$ cat config.mk
export PLATFORM = sky130hd
export DESIGN_NAME = next_fit_page_allocator_top_flat
export DESIGN_NICKNAME = d
export VERILOG_FILES = /design/src/design/nfpa_pkg.sv /design/src/design/nfpa_if.sv /design/src/design/next_fit_page_allocator_top.sv /design/src/design/nfpa_mem.sv /design/src/design/nfpa_pick.sv /design/src/flat_wrapper.sv
export SDC_FILE = /design/constraint.sdc
export NUM_CORES = 1
export LEC_CHECK = 0
export BUFFER_PORTS_ARGS = -buffer_cell sky130_fd_sc_hd__buf_2
export CAP_MARGIN = 20
export CORE_ASPECT_RATIO = 0.6
export CORE_UTILIZATION = 53
export CTS_CLUSTER_SIZE = 40
export DETAILED_ROUTE_END_ITERATION = 8
export GPL_TIMING_DRIVEN = 0
export PLACE_DENSITY = 0.74
export SETUP_SLACK_MARGIN = 0.5
export SYNTH_ARGS = -nofsm -noshare
export SYNTH_HDL_FRONTEND = slang
export SYNTH_SLANG_ARGS = --single-unit
$ cat constraint.sdc
create_clock -name clk -period 8.4 [get_ports clk]
set_clock_uncertainty 0.1 [all_clocks]
set_input_delay 1.26 -clock clk [delete_from_list [all_inputs] [get_ports clk]]
set_output_delay 1.26 -clock clk [all_outputs]
set_load 0.005 [all_outputs]
$ cat src/design/nfpa_pkg.sv
// ----------------------------------------------------------------------------
// nfpa_pkg
// Shared types and constants of the next-fit page allocator.
// ----------------------------------------------------------------------------
package nfpa_pkg;

  localparam int DEF_NUM_PAGES  = 512;
  localparam int DEF_PAGE_BYTES = 4096;

  // used-bit store is organised as words of WORD_BITS pages
  localparam int WORD_BITS = 32;
  localparam int BIT_W     = 5;

  localparam int CFG_W   = 9;
  localparam int CIDX_W  = 2;
  localparam int REQ_W   = 32;
  localparam int ADDR_W  = 21;
  localparam int STS_W   = 2;

  localparam logic OP_ALLOC = 1'b0;
  localparam logic OP_FREE  = 1'b1;

  localparam logic [STS_W-1:0] STATUS_OK           = 2'd0;
  localparam logic [STS_W-1:0] STATUS_NO_PAGE      = 2'd1;
  localparam logic [STS_W-1:0] STATUS_TOO_LARGE    = 2'd2;
  localparam logic [STS_W-1:0] STATUS_FREE_IGNORED = 2'd3;

  localparam logic [CIDX_W-1:0] REG_A_FIRST = 2'd0;
  localparam logic [CIDX_W-1:0] REG_A_LAST  = 2'd1;
  localparam logic [CIDX_W-1:0] REG_B_FIRST = 2'd2;
  localparam logic [CIDX_W-1:0] REG_B_LAST  = 2'd3;

  localparam logic [CFG_W-1:0] RST_A_FIRST = 9'd64;
  localparam logic [CFG_W-1:0] RST_A_LAST  = 9'd127;
  localparam logic [CFG_W-1:0] RST_B_FIRST = 9'd160;
  localparam logic [CFG_W-1:0] RST_B_LAST  = 9'd255;

  typedef struct packed {
    logic [CFG_W-1:0] a_first;
    logic [CFG_W-1:0] a_last;
    logic [CFG_W-1:0] b_first;
    logic [CFG_W-1:0] b_last;
  } cfg_t;

endpackage

$ cat src/design/nfpa_if.sv
// ----------------------------------------------------------------------------
// nfpa_if
// Request and response channels of the page allocator.
// ----------------------------------------------------------------------------
interface nfpa_req_if;
  import nfpa_pkg::*;

  logic             valid;
  logic             ready;
  logic             opcode;
  logic [REQ_W-1:0] request_bytes;
  logic [REQ_W-1:0] free_address;

  modport source (output valid, output opcode, output request_bytes,
                  output free_address, input ready);
  modport sink   (input valid, input opcode, input request_bytes,
                  input free_address, output ready);
endinterface

interface nfpa_rsp_if;
  import nfpa_pkg::*;

  logic              valid;
  logic              ready;
  logic [STS_W-1:0]  status;
  logic [ADDR_W-1:0] page_address;

  modport source (output valid, output status, output page_address, input ready);
  modport sink   (input valid, input status, input page_address, output ready);
endinterface

$ cat src/design/next_fit_page_allocator_top.sv
// ----------------------------------------------------------------------------
// next_fit_page_allocator_top
// Next-fit page-frame allocator over a word-organised used-bit memory.
// ----------------------------------------------------------------------------
// Allocate: visits 1 .. NUM_PAGES/32 + 1 used-bit words (17 at 512 pages);
//   one used-bit word is read and checked per cycle.
// Free requests pass a read-and-clear state; rejected requests respond directly.
// Result is held in an output register.
// Reset: synchronous; a clearing pass over every used-bit word zeroes the
//   used bits, during which no item is accepted (config writes still taken).
module next_fit_page_allocator_top #(
  parameter int NUM_PAGES  = nfpa_pkg::DEF_NUM_PAGES,
  parameter int PAGE_BYTES = nfpa_pkg::DEF_PAGE_BYTES
) (
  input  logic                        clk,
  input  logic                        rst,
  input  logic                        cfg_write,
  input  logic [nfpa_pkg::CIDX_W-1:0] cfg_index,
  input  logic [nfpa_pkg::CFG_W-1:0]  cfg_data,
  nfpa_req_if.sink                    req,
  nfpa_rsp_if.source                  rsp
);
  import nfpa_pkg::*;

  localparam int NUM_WORDS = (NUM_PAGES + WORD_BITS - 1) / WORD_BITS;
  localparam int WORD_AW   = (NUM_WORDS > 1) ? $clog2(NUM_WORDS) : 1;
  localparam int PIDX_W    = WORD_AW + BIT_W;
  localparam int VCNT_W    = $clog2(NUM_WORDS + 1);
  localparam int OFF_W     = $clog2(PAGE_BYTES);

  typedef enum logic [2:0] {
    S_CLEAR, S_IDLE, S_SCAN, S_FREE, S_RESP
  } state_t;

  state_t               state;
  cfg_t                 cfg;
  logic [WORD_AW-1:0]   clr_addr;
  logic [PIDX_W-1:0]    cursor;
  logic [WORD_AW-1:0]   rd_word;
  logic [VCNT_W-1:0]    vcnt;
  logic [BIT_W-1:0]     free_bit;
  logic [STS_W-1:0]     res_status;
  logic [ADDR_W-1:0]    res_addr;

  logic                 accept;
  logic [WORD_AW-1:0]   cur_word;
  logic [WORD_AW-1:0]   nxt_word;
  logic [PIDX_W-1:0]    fr_page;
  logic                 fr_ok;
  logic [WORD_AW-1:0]   raddr;
  logic [WORD_BITS-1:0] rdata;
  logic                 we;
  logic [WORD_AW-1:0]   waddr;
  logic [WORD_BITS-1:0] wdata;
  logic                 hit;
  logic [BIT_W-1:0]     hit_bit;
  logic [PIDX_W-1:0]    hit_page;
  logic [PIDX_W-1:0]    cursor_next;
  logic [63:0]          hit_bytes;

  assign req.ready = (state == S_IDLE);
  assign accept    = req.valid && req.ready;

  assign cur_word = cursor[PIDX_W-1:BIT_W];
  assign nxt_word = (rd_word == WORD_AW'(NUM_WORDS - 1)) ? '0 : rd_word + 1'b1;

  assign fr_page = PIDX_W'(req.free_address >> OFF_W);
  assign fr_ok   = (req.free_address != '0) &&
                   (req.free_address[OFF_W-1:0] == '0) &&
                   ((req.free_address >> OFF_W) < 32'(NUM_PAGES));

  assign hit_page    = {rd_word, hit_bit};
  assign cursor_next = (hit_page == PIDX_W'(NUM_PAGES - 1)) ? '0 : hit_page + 1'b1;
  assign hit_bytes   = 64'(hit_page) << OFF_W;

  // next word is fetched every scan cycle; a fetch after a hit is dropped
  always_comb begin
    if (state == S_IDLE) begin
      raddr = (req.opcode == OP_FREE) ? fr_page[PIDX_W-1:BIT_W] : cur_word;
    end else begin
      raddr = nxt_word;
    end
  end

  always_comb begin
    we    = 1'b0;
    waddr = rd_word;
    wdata = rdata;
    unique case (state)
      S_CLEAR: begin
        we    = 1'b1;
        waddr = clr_addr;
        wdata = '0;
      end
      S_SCAN: begin
        we    = hit;
        wdata = rdata | (WORD_BITS'(1) << hit_bit);
      end
      S_FREE: begin
        we    = rdata[free_bit];
        wdata = rdata & ~(WORD_BITS'(1) << free_bit);
      end
      default: begin
        we = 1'b0;
      end
    endcase
  end

  nfpa_mem #(
    .DEPTH (NUM_WORDS),
    .AW    (WORD_AW),
    .W     (WORD_BITS)
  ) u_mem (
    .clk   (clk),
    .we    (we),
    .waddr (waddr),
    .wdata (wdata),
    .raddr (raddr),
    .rdata (rdata)
  );

  nfpa_pick #(
    .NUM_PAGES (NUM_PAGES),
    .WORD_AW   (WORD_AW)
  ) u_pick (
    .used    (rdata),
    .word    (rd_word),
    .first   (vcnt == '0),
    .offset  (cursor[BIT_W-1:0]),
    .cfg     (cfg),
    .hit     (hit),
    .bit_idx (hit_bit)
  );

  always_ff @(posedge clk) begin
    if (rst) begin
      state       <= S_CLEAR;
      clr_addr    <= '0;
      cursor      <= '0;
      cfg.a_first <= RST_A_FIRST;
      cfg.a_last  <= RST_A_LAST;
      cfg.b_first <= RST_B_FIRST;
      cfg.b_last  <= RST_B_LAST;
      rsp.valid   <= 1'b0;
    end else begin
      if (cfg_write) begin
        unique case (cfg_index)
          REG_A_FIRST: cfg.a_first <= cfg_data;
          REG_A_LAST:  cfg.a_last  <= cfg_data;
          REG_B_FIRST: cfg.b_first <= cfg_data;
          REG_B_LAST:  cfg.b_last  <= cfg_data;
          default:     cfg.a_first <= cfg.a_first;
        endcase
      end

      // the response state reloads the output register itself
      if (rsp.valid && rsp.ready && state != S_RESP) begin
        rsp.valid <= 1'b0;
      end

      unique case (state)
        S_CLEAR: begin
          clr_addr <= clr_addr + 1'b1;
          if (clr_addr == WORD_AW'(NUM_WORDS - 1)) begin
            state <= S_IDLE;
          end
        end
        S_IDLE: begin
          if (accept) begin
            res_addr <= '0;
            if (req.opcode == OP_ALLOC) begin
              if (req.request_bytes > 32'(PAGE_BYTES)) begin
                res_status <= STATUS_TOO_LARGE;
                state      <= S_RESP;
              end else begin
                rd_word <= cur_word;
                vcnt    <= '0;
                state   <= S_SCAN;
              end
            end else begin
              rd_word  <= fr_page[PIDX_W-1:BIT_W];
              free_bit <= fr_page[BIT_W-1:0];
              if (fr_ok) begin
                state <= S_FREE;
              end else begin
                res_status <= STATUS_FREE_IGNORED;
                state      <= S_RESP;
              end
            end
          end
        end
        S_SCAN: begin
          if (hit) begin
            cursor     <= cursor_next;
            res_status <= STATUS_OK;
            res_addr   <= hit_bytes[ADDR_W-1:0];
            state      <= S_RESP;
          end else if (vcnt == VCNT_W'(NUM_WORDS)) begin
            // start word seen twice: every page has been checked
            res_status <= STATUS_NO_PAGE;
            state      <= S_RESP;
          end else begin
            vcnt    <= vcnt + 1'b1;
            rd_word <= nxt_word;
          end
        end
        S_FREE: begin
          res_status <= rdata[free_bit] ? STATUS_OK : STATUS_FREE_IGNORED;
          state      <= S_RESP;
        end
        S_RESP: begin
          if (!rsp.valid || rsp.ready) begin
            rsp.valid        <= 1'b1;
            rsp.status       <= res_status;
            rsp.page_address <= res_addr;
            state            <= S_IDLE;
          end
        end
        default: begin
          state <= S_IDLE;
        end
      endcase
    end
  end

endmodule

$ cat src/design/nfpa_mem.sv
// ----------------------------------------------------------------------------
// nfpa_mem
// Used-bit store: one write port, one read port, registered read data.
// ----------------------------------------------------------------------------
module nfpa_mem #(
  parameter int DEPTH = 16,
  parameter int AW    = 4,
  parameter int W     = 32
) (
  input  logic          clk,
  input  logic          we,
  input  logic [AW-1:0] waddr,
  input  logic [W-1:0]  wdata,
  input  logic [AW-1:0] raddr,
  output logic [W-1:0]  rdata
);

  logic [W-1:0] mem [DEPTH];

  always_ff @(posedge clk) begin
    if (we) begin
      mem[waddr] <= wdata;
    end
    rdata <= mem[raddr];
  end

endmodule

$ cat src/design/nfpa_pick.sv
// ----------------------------------------------------------------------------
// nfpa_pick
// Finds the lowest free, allocatable page in one word of used bits.
// ----------------------------------------------------------------------------
module nfpa_pick #(
  parameter int NUM_PAGES = 512,
  parameter int WORD_AW   = 4
) (
  input  logic [nfpa_pkg::WORD_BITS-1:0] used,
  input  logic [WORD_AW-1:0]             word,
  input  logic                           first,
  input  logic [nfpa_pkg::BIT_W-1:0]     offset,
  input  nfpa_pkg::cfg_t                 cfg,
  output logic                           hit,
  output logic [nfpa_pkg::BIT_W-1:0]     bit_idx
);
  import nfpa_pkg::*;

  logic [WORD_BITS-1:0] cand;

  always_comb begin
    logic [31:0] p;
    logic        in_a;
    logic        in_b;
    for (int i = 0; i < WORD_BITS; i++) begin
      p    = 32'({word, BIT_W'(i)});
      in_a = (cfg.a_first <= cfg.a_last) && (p >= 32'(cfg.a_first)) &&
             (p <= 32'(cfg.a_last));
      in_b = (cfg.b_first <= cfg.b_last) && (p >= 32'(cfg.b_first)) &&
             (p <= 32'(cfg.b_last));
      // first visit of the start word only covers pages at or after the cursor
      cand[i] = (p != 32'd0) && (p < 32'(NUM_PAGES)) && !in_a && !in_b &&
                !used[i] && (!first || (BIT_W'(i) >= offset));
    end
  end

  always_comb begin
    bit_idx = '0;
    for (int i = WORD_BITS - 1; i >= 0; i--) begin
      if (cand[i]) begin
        bit_idx = BIT_W'(i);
      end
    end
  end

  assign hit = |cand;

endmodule
$ cat src/flat_wrapper.sv
// flat-port wrapper written by rule: the top's interface ports become plain ports
module next_fit_page_allocator_top_flat import nfpa_pkg::*;
#(
  parameter int NUM_PAGES  = nfpa_pkg::DEF_NUM_PAGES,
  parameter int PAGE_BYTES = nfpa_pkg::DEF_PAGE_BYTES
)
  (clk, rst, cfg_write, cfg_index, cfg_data, req_valid, req_opcode, req_request_bytes, req_free_address, req_ready, rsp_valid, rsp_status, rsp_page_address, rsp_ready);
  nfpa_req_if req_i ();
  nfpa_rsp_if rsp_i ();
  input  logic clk;
  input  logic rst;
  input  logic cfg_write;
  input  logic [nfpa_pkg::CIDX_W-1:0] cfg_index;
  input  logic [nfpa_pkg::CFG_W-1:0] cfg_data;
  input wire logic [$bits(req_i.valid)-1:0] req_valid;
  input wire logic [$bits(req_i.opcode)-1:0] req_opcode;
  input wire logic [$bits(req_i.request_bytes)-1:0] req_request_bytes;
  input wire logic [$bits(req_i.free_address)-1:0] req_free_address;
  output wire logic [$bits(req_i.ready)-1:0] req_ready;
  output wire logic [$bits(rsp_i.valid)-1:0] rsp_valid;
  output wire logic [$bits(rsp_i.status)-1:0] rsp_status;
  output wire logic [$bits(rsp_i.page_address)-1:0] rsp_page_address;
  input wire logic [$bits(rsp_i.ready)-1:0] rsp_ready;
  assign req_i.valid = req_valid;
  assign req_i.opcode = req_opcode;
  assign req_i.request_bytes = req_request_bytes;
  assign req_i.free_address = req_free_address;
  assign req_ready = req_i.ready;
  assign rsp_valid = rsp_i.valid;
  assign rsp_status = rsp_i.status;
  assign rsp_page_address = rsp_i.page_address;
  assign rsp_i.ready = rsp_ready;
  next_fit_page_allocator_top #(.NUM_PAGES(NUM_PAGES), .PAGE_BYTES(PAGE_BYTES)) u_core (.clk(clk), .rst(rst), .cfg_write(cfg_write), .cfg_index(cfg_index), .cfg_data(cfg_data), .req(req_i), .rsp(rsp_i));
endmodule
Word-level counts from Yosys, hierarchy flattened

Memory sizes are Yosys's and may differ from the RTL's. A register that Yosys moved wholly into a read port is not among the register bits.
Cells that the tools add are included.

Bits in writable memories: 512
Latch bits: 0
ROM bits: 0
Memories: 1
Bits of input ports: 81
Register bits after elaboration: 113
Logic and storage cells: 675

Div/mod/pow operators: 0
Bitwise logic cells: 4
Multiplexer cells: 78
Magnitude comparators: 165
$add $sub $neg: 4
Reduce and logical (&&, ||, !) cells: 382
Equality and inequality tests: 24
Shift-type cells: 2
Multiply operators: 0

Memory list:

| name             | words | width | rd ports | clocked after memory_dff | wr ports | line           | source |
|---|---|---|---|---|---|---|---|
| u_core.u_mem.mem | 16    | 32    | 1        | 1                        | 1        | nfpa_mem.sv:18 | `logic [W-1:0] mem [DEPTH];` |

Operator list:

| kind                 | count |
|---|---|
| $le 9x9->1           | 66 |
| $ge 9x9->1           | 64 |
| $logic_and 1x1->1    | 230 |
| $mux 5               | 37 |
| $logic_not 1->1      | 98 |
| $pmux 32 s3          | 1 |
| $ge 5x5->1 const A   | 16 |
| $shl 1x5->32 const A | 2 |
| $mux 21              | 2 |
| $pmux 21 s2          | 1 |
| $ge 4x5->1 const A   | 8 |
| $mux 4               | 9 |
| $logic_or 1x1->1     | 33 |
| $and 32x32->32       | 1 |
| $gt 32x13->1 const B | 1 |
| $not 32->32          | 1 |
| $or 32x32->32        | 1 |
| $reduce_bool 32->1   | 1 |
| $reduce_or 32->1     | 1 |
| $mux 3               | 8 |
| $ge 3x5->1 const A   | 4 |
| $lt 20x10->1 const B | 1 |
| $pmux 3 s5           | 1 |
| $mux 2               | 7 |
| other kinds (38)     | 65 |

Longest topological paths before layout

Word-level depth: 42
Mapped depth: 21
Mapped depth without buffers: 17

Hierarchy

From an unflattened synthesis, not the netlist that was laid out.

Cell total of the unflattened synthesis: 2,145
Area, all modules: 29,345.6 um2

Modules (own cells, without submodules):

| module                      | times used | cells an instance | area an instance (um2) |
|---|---|---|---|
| nfpa_mem                    | 1          | 838               | 19,835.3 |
| next_fit_page_allocator_top | 1          | 582               | 5,073.6 |
| nfpa_pick                   | 1          | 725               | 4,436.8 |

Least setup slack after synthesis

Ideal clock, no wire load.

Path kind: reg-to-reg
Start: register u_core.rd_word[0]
End: memory u_core.u_mem.mem[7][0] (enable)
Data arrival time: 4,744 ps
Data required time: 7,879 ps
Buffers on the path: 2
Setup time: 421 ps
Stages on the path, launching flop included: 17
Setup slack: 3,135 ps
Cell sequence: edfxtp_1 -> clkbuf_1 -> inv_1 -> ha_1 -> and4_1 -> buf_2 -> nand2_2 -> nand2_1 -> o31ai_1 -> a311o_1 -> o22ai_1 -> or2_4 -> nor3_4 -> a21oi_2 -> or3_4 -> nand2_1 -> nor2_1

Word-level cells in the longest chain between the ends: 12

RTL lines:

| what                            | line                               | source |
|---|---|---|
| from (decl)                     | next_fit_page_allocator_top.sv:39  | `logic [WORD_AW-1:0] rd_word;` |
| from (signal assigned)          | next_fit_page_allocator_top.sv:176 | `rd_word <= cur_word;` |
| from (signal assigned)          | next_fit_page_allocator_top.sv:181 | `rd_word <= fr_page[PIDX_W-1:BIT_W];` |
| from (signal assigned)          | next_fit_page_allocator_top.sv:204 | `rd_word <= nxt_word;` |
| $ge 9x9->1                      | nfpa_pick.sv:27                    | `in_a = (cfg.a_first <= cfg.a_last) && (p >= 32'(cfg.a_first)) &&` |
| $logic_and 1x1->1 (2 in series) | nfpa_pick.sv:27                    |  |
| $logic_not 1->1                 | nfpa_pick.sv:32                    | `cand[i] = (p != 32'd0) && (p < 32'(NUM_PAGES)) && !in_a && !in_b &&` |
| $logic_and 1x1->1 (3 in series) | nfpa_pick.sv:32                    |  |
| $logic_and 1x1->1               | nfpa_pick.sv:33                    | `!used[i] && (!first \|\| (BIT_W'(i) >= offset));` |
| $reduce_or 32->1                | nfpa_pick.sv:46                    | `assign hit = \|cand;` |
| $pmux 1 s3                      | next_fit_page_allocator_top.sv:89  | `unique case (state)` |
| $mux 1                          | nfpa_mem.sv:21                     | `if (we) begin` |
| $mux 1 (implied by the code)    | nfpa_mem.sv:22                     | `mem[waddr] <= wdata;` |
| to (decl)                       | nfpa_mem.sv:18                     |  |

Parallel ways exist; a longest one is shown, timed or not.

Worst setup path in the final report

Start: register u_core.rd_word[0]
End: memory u_core.u_mem.mem[9][5], data pin

Word-level cells in the longest chain between the ends: 42

RTL lines:

| what                                               | line                              | source |
|---|---|---|
| $ge 9x9->1 (on tied branches)                      | nfpa_pick.sv:27, nfpa_pick.sv:29  |  |
| $logic_and 1x1->1 (on tied branches) (2 in series) | nfpa_pick.sv:27, nfpa_pick.sv:29  |  |
| $logic_not 1->1                                    | nfpa_pick.sv:32                   |  |
| $logic_and 1x1->1 (2 in series)                    | nfpa_pick.sv:32                   |  |
| $logic_and 1x1->1                                  | nfpa_pick.sv:33                   |  |
| $mux 5 (31 in series)                              | nfpa_pick.sv:40                   | `if (cand[i]) begin` |
| $mux 5 *                                           | nfpa_pick.sv:40                   |  |
| $shl 1x5->32 *                                     | next_fit_page_allocator_top.sv:97 | `wdata = rdata \| (WORD_BITS'(1) << hit_bit);` |
| $or 32x32->32 *                                    | next_fit_page_allocator_top.sv:97 |  |
| $pmux 32 s3 *                                      | next_fit_page_allocator_top.sv:89 |  |
| named net u_core.u_mem.wdata[5]                    | nfpa_mem.sv:13                    | `input logic [W-1:0] wdata,` |

Mark *: on every way through the listed nets, which the timed path passes. The rest lies on a longest branch.

==> flow_metrics.py <==
metrics = {
    "detailed_routing": {
        "viasPerCell": 6.92,
        "ant_nets": 0,
        "finalWirelength_um": 103000,
        "drc": 0,
        "dr.pass1.iters": 8,
        "wl_per_cell_um": 32.3,
        "num_vias": 22100,
        "drtIter0Drc": 3828,
    },
    "timing": {
        "finalHoldViolCount": 0,
        "setup_tns_ns": 0,
        "setup_viol": 0,
        "fin_ws_ns": 0.439,
        "slew_headroom_pct": 21.2,
        "post-route-period-util_pct": 94.8,
        "fmax_mhz": 126,
        "worst_pin_slew_ns": 1.18,
        "drv_slew": 0,
        "grt_setup_unrepaired": "no",
        "hold_slack_ns": 0.319,
        "fin_crit_ns": 7.96,
    },
    "cells_and_area": {
        "nets": 2517,
        "areaGrowthSynthToFinish_pct": 13.3,
        "layout-drive-gt1-share_pct": 20.4,
        "layout.cells.non_filler": 3195,
        "diodes": 0,
        "mostFrequentLayoutCell": "edfxtp_1",
        "layout_common_cells": "edfxtp_1 (548), a21oi_1 (147), nand2_1 (145)",
    },
    "clock_network": {
        "root_buffer": "clkbuf_16",
        "cts_resized": 0,
        "cts_tree": "done",
        "cts_sinks": 633,
        "clk_latency_ns": 0.63,
        "ctsLongestPathBuffers": 3,
        "clk_transition_reported_paths_ns": 0.06,
        "postCtsSetupBuffers": 0,
        "htree_levels": 2,
        "holdBufCountCts": 0,
        "numCtsBuffers": 55,
    },
    "synthesis": {
        "synth_seq_cells": 633,
        "synth-main-ff-cell": "edfxtp_1",
        "synth_top_family_by_area": "compound AO/OA/AOI/OAI gates",
        "synth_cell_type_count": 109,
        "syn_area_sq_um": 30000,
        "yosysWarnings": 0,
        "synth_xor_xnor_area_share_pct": 0.321,
        "synthArstFlopShare_pct": 0,
        "yosys.area_share.simple_pct": 9.76,
        "synth_adder_area_share_pct": 1.96,
        "synth_area_per_cell_sq_um": 13.7,
        "synth_compound_area_share_pct": 12.6,
        "ys_seq_area_share_pct": 60.5,
        "synth-edff-count": 548,
        "synthMuxAreaShare_pct": 11.9,
        "synth_cells": 2194,
    },
    "floorplanning": {
        "die-height_um": 186,
        "io_pins": 106,
        "core-area_sq_um": 55900,
        "start_util_pct": 53.7,
        "rows": 67,
        "die_x_um": 309,
        "dieArea_sq_um": 57600,
    },
    "place": {
        "post-place-ws_ns": 0.662,
        "portBuffers": 91,
        "dp.cells": 3084,
        "dp_hpwl_um": 75200,
        "place.gp.congestion": 1.08,
    },
    "global_route": {
        "grt_usage_pct": 35.6,
        "grt_pass1_wl_um": 146000,
        "grt_max_degree": 27,
        "antenna_found_initial": 1,
        "grt_pass1_vias": 20300,
        "grt-ovfl-total": 0,
    },
    "critical_path": {
        "worstSetupPathType": "reg2reg",
        "end_kind": "flop",
        "worstPathRequired_ns": 8.76,
        "crit_fanout": 13,
        "arrival_ns": 8.32,
        "r2r_cells": 20,
        "start_kind": "flop",
    },
    "power_and_ir_drop": {
        "ir_drop_v": 0.000295,
        "p_leak_nw": 11.6,
        "powerDensity_nw_per_um2": 342,
    },
    "hold_path": {
        "hold-path-cell-count": 0,
        "worst_hold_path_type": "reg2reg",
    },
    "run": {
        "cap_violations": 0,
    },
    "outcome": {
        "outcome": "finished, final reports clean",
    },
}
[report_power, final]
part / internal, mW / leakage [nW] / switching, mW
combinational: 1.48 / 4.90 / 2.81
sequential: 4.36 / 5.81 / 0.313
clock: 1.49 / 0.922 / 1.19
total: 7.32 / 11.6 / 4.31
[metal layers]
| layer | wire length (um) | vias to the layer above | GRT usage (%) |
|---|---|---|---|
| met2 | 39400 | 1734 | 44.3 |
| li1 | - | 9058 | - |
| met1 | 44900 | 11200 | 58.9 |
| met5 | 0 | - | 0 |
| met3 | 16800 | 175 | 12.8 |
| met4 | 2010 | 0 | 6.38 |
[flip-flops by register name, summed over array words and instances, names as in the netlist]
name,count
u_core.u_mem.mem,512
u_core.cfg,36
u_core.u_mem.rdata,32
u_core.cursor,9
u_core.res_addr,9
u_core.rsp.page_address,9
u_core.free_bit,5
u_core.vcnt,5
u_core.clr_addr,4
u_core.rd_word,4
u_core.state,3
u_core.res_status,2
u_core.rsp.status,2
u_core.rsp.valid,1
[per-stage QoR]
stage | util [%] | power (mW) | area, sq um
floorplan | - | 7.09 | 30100
global placement | 56.3 | 8.53 | 31500
detailed placement | 57.3 | 8.81 | 32000
CTS | 60.7 | 11.5 | 33900
global route | 60.8 | 11.9 | 34000
finish | 60.8 | 11.6 | 34000
[kinds of logic after synthesis]
group	count (synthesis)
adder cells (fa/ha/maj)	47
buffers and inverters	203
other	1
flip-flops	633
multiplexers	184
AND/OR/NAND/NOR	566
AO/OA/AOI/OAI	549
XOR/XNOR	11
[synthesized netlist by cell type, drive strengths merged, types with 30 or more instances]
cell	instances	share of area, %
edfxtp	548	55
nor2b	43	0.92
dfxtp	85	5.7
ha	47	2.0
a211oi	53	1.3
a31oi	30	0.63
nor2	147	1.9
a21oi	151	2.6
o211ai	30	0.78
mux4	138	10
clkbuf	82	1.0
o21ai	100	1.7
nor3	46	0.90
inv	46	0.58
buf	71	1.4
nand3	32	0.55
nand2	148	1.9
mux2i	46	1.5
[final cells by class]
cell class                      count  area (sq um)
Fill cell                        4202         21900
Sequential cell                   633         18200
Multi-Input combinational cell   1369         11200
Clock buffer                       79          1560
Timing Repair Buffer              127           960
Tap cell                          759           950
Buffer                            153           721
Clock inverter                     25           322
Inverter                           50           188
[final timing paths]
path | start | endpoint | slack [ns]
max | u_core.rd_word[0]$_DFFE_PP_ | u_core.u_mem.mem[9][5]$_DFFE_PP_ | 0.44
min | u_core.res_addr[13]$_SDFFCE_PN0P_ | u_core.rsp.page_address[13]$_DFFE_PP_ | 0.32
max reg2reg | u_core.rd_word[0]$_DFFE_PP_ | u_core.u_mem.mem[9][5]$_DFFE_PP_ | 0.44
min reg2reg | u_core.res_addr[13]$_SDFFCE_PN0P_ | u_core.rsp.page_address[13]$_DFFE_PP_ | 0.32
[worst max-delay path, cell delays in order, from the launching register on]
cell and delay [ns]:
edfxtp_1 0.66, clkbuf_1 0.34, inv_1 0.39, ha_1 0.45, and4_1 0.35, buf_2 0.29, o31ai_1 0.21, a22oi_1 0.33
o21bai_1 0.23, o221ai_1 0.44, nor2b_1 0.30, a2111oi_0 0.85, o211ai_1 0.36, a31oi_1 0.37, or2_1 0.14, buf_2 0.30
ha_1 0.21, buf_1 0.46, a31oi_1 0.14, a21oi_1 0.53, buf_4 0.31
Power figures use the tool's default switching activity.
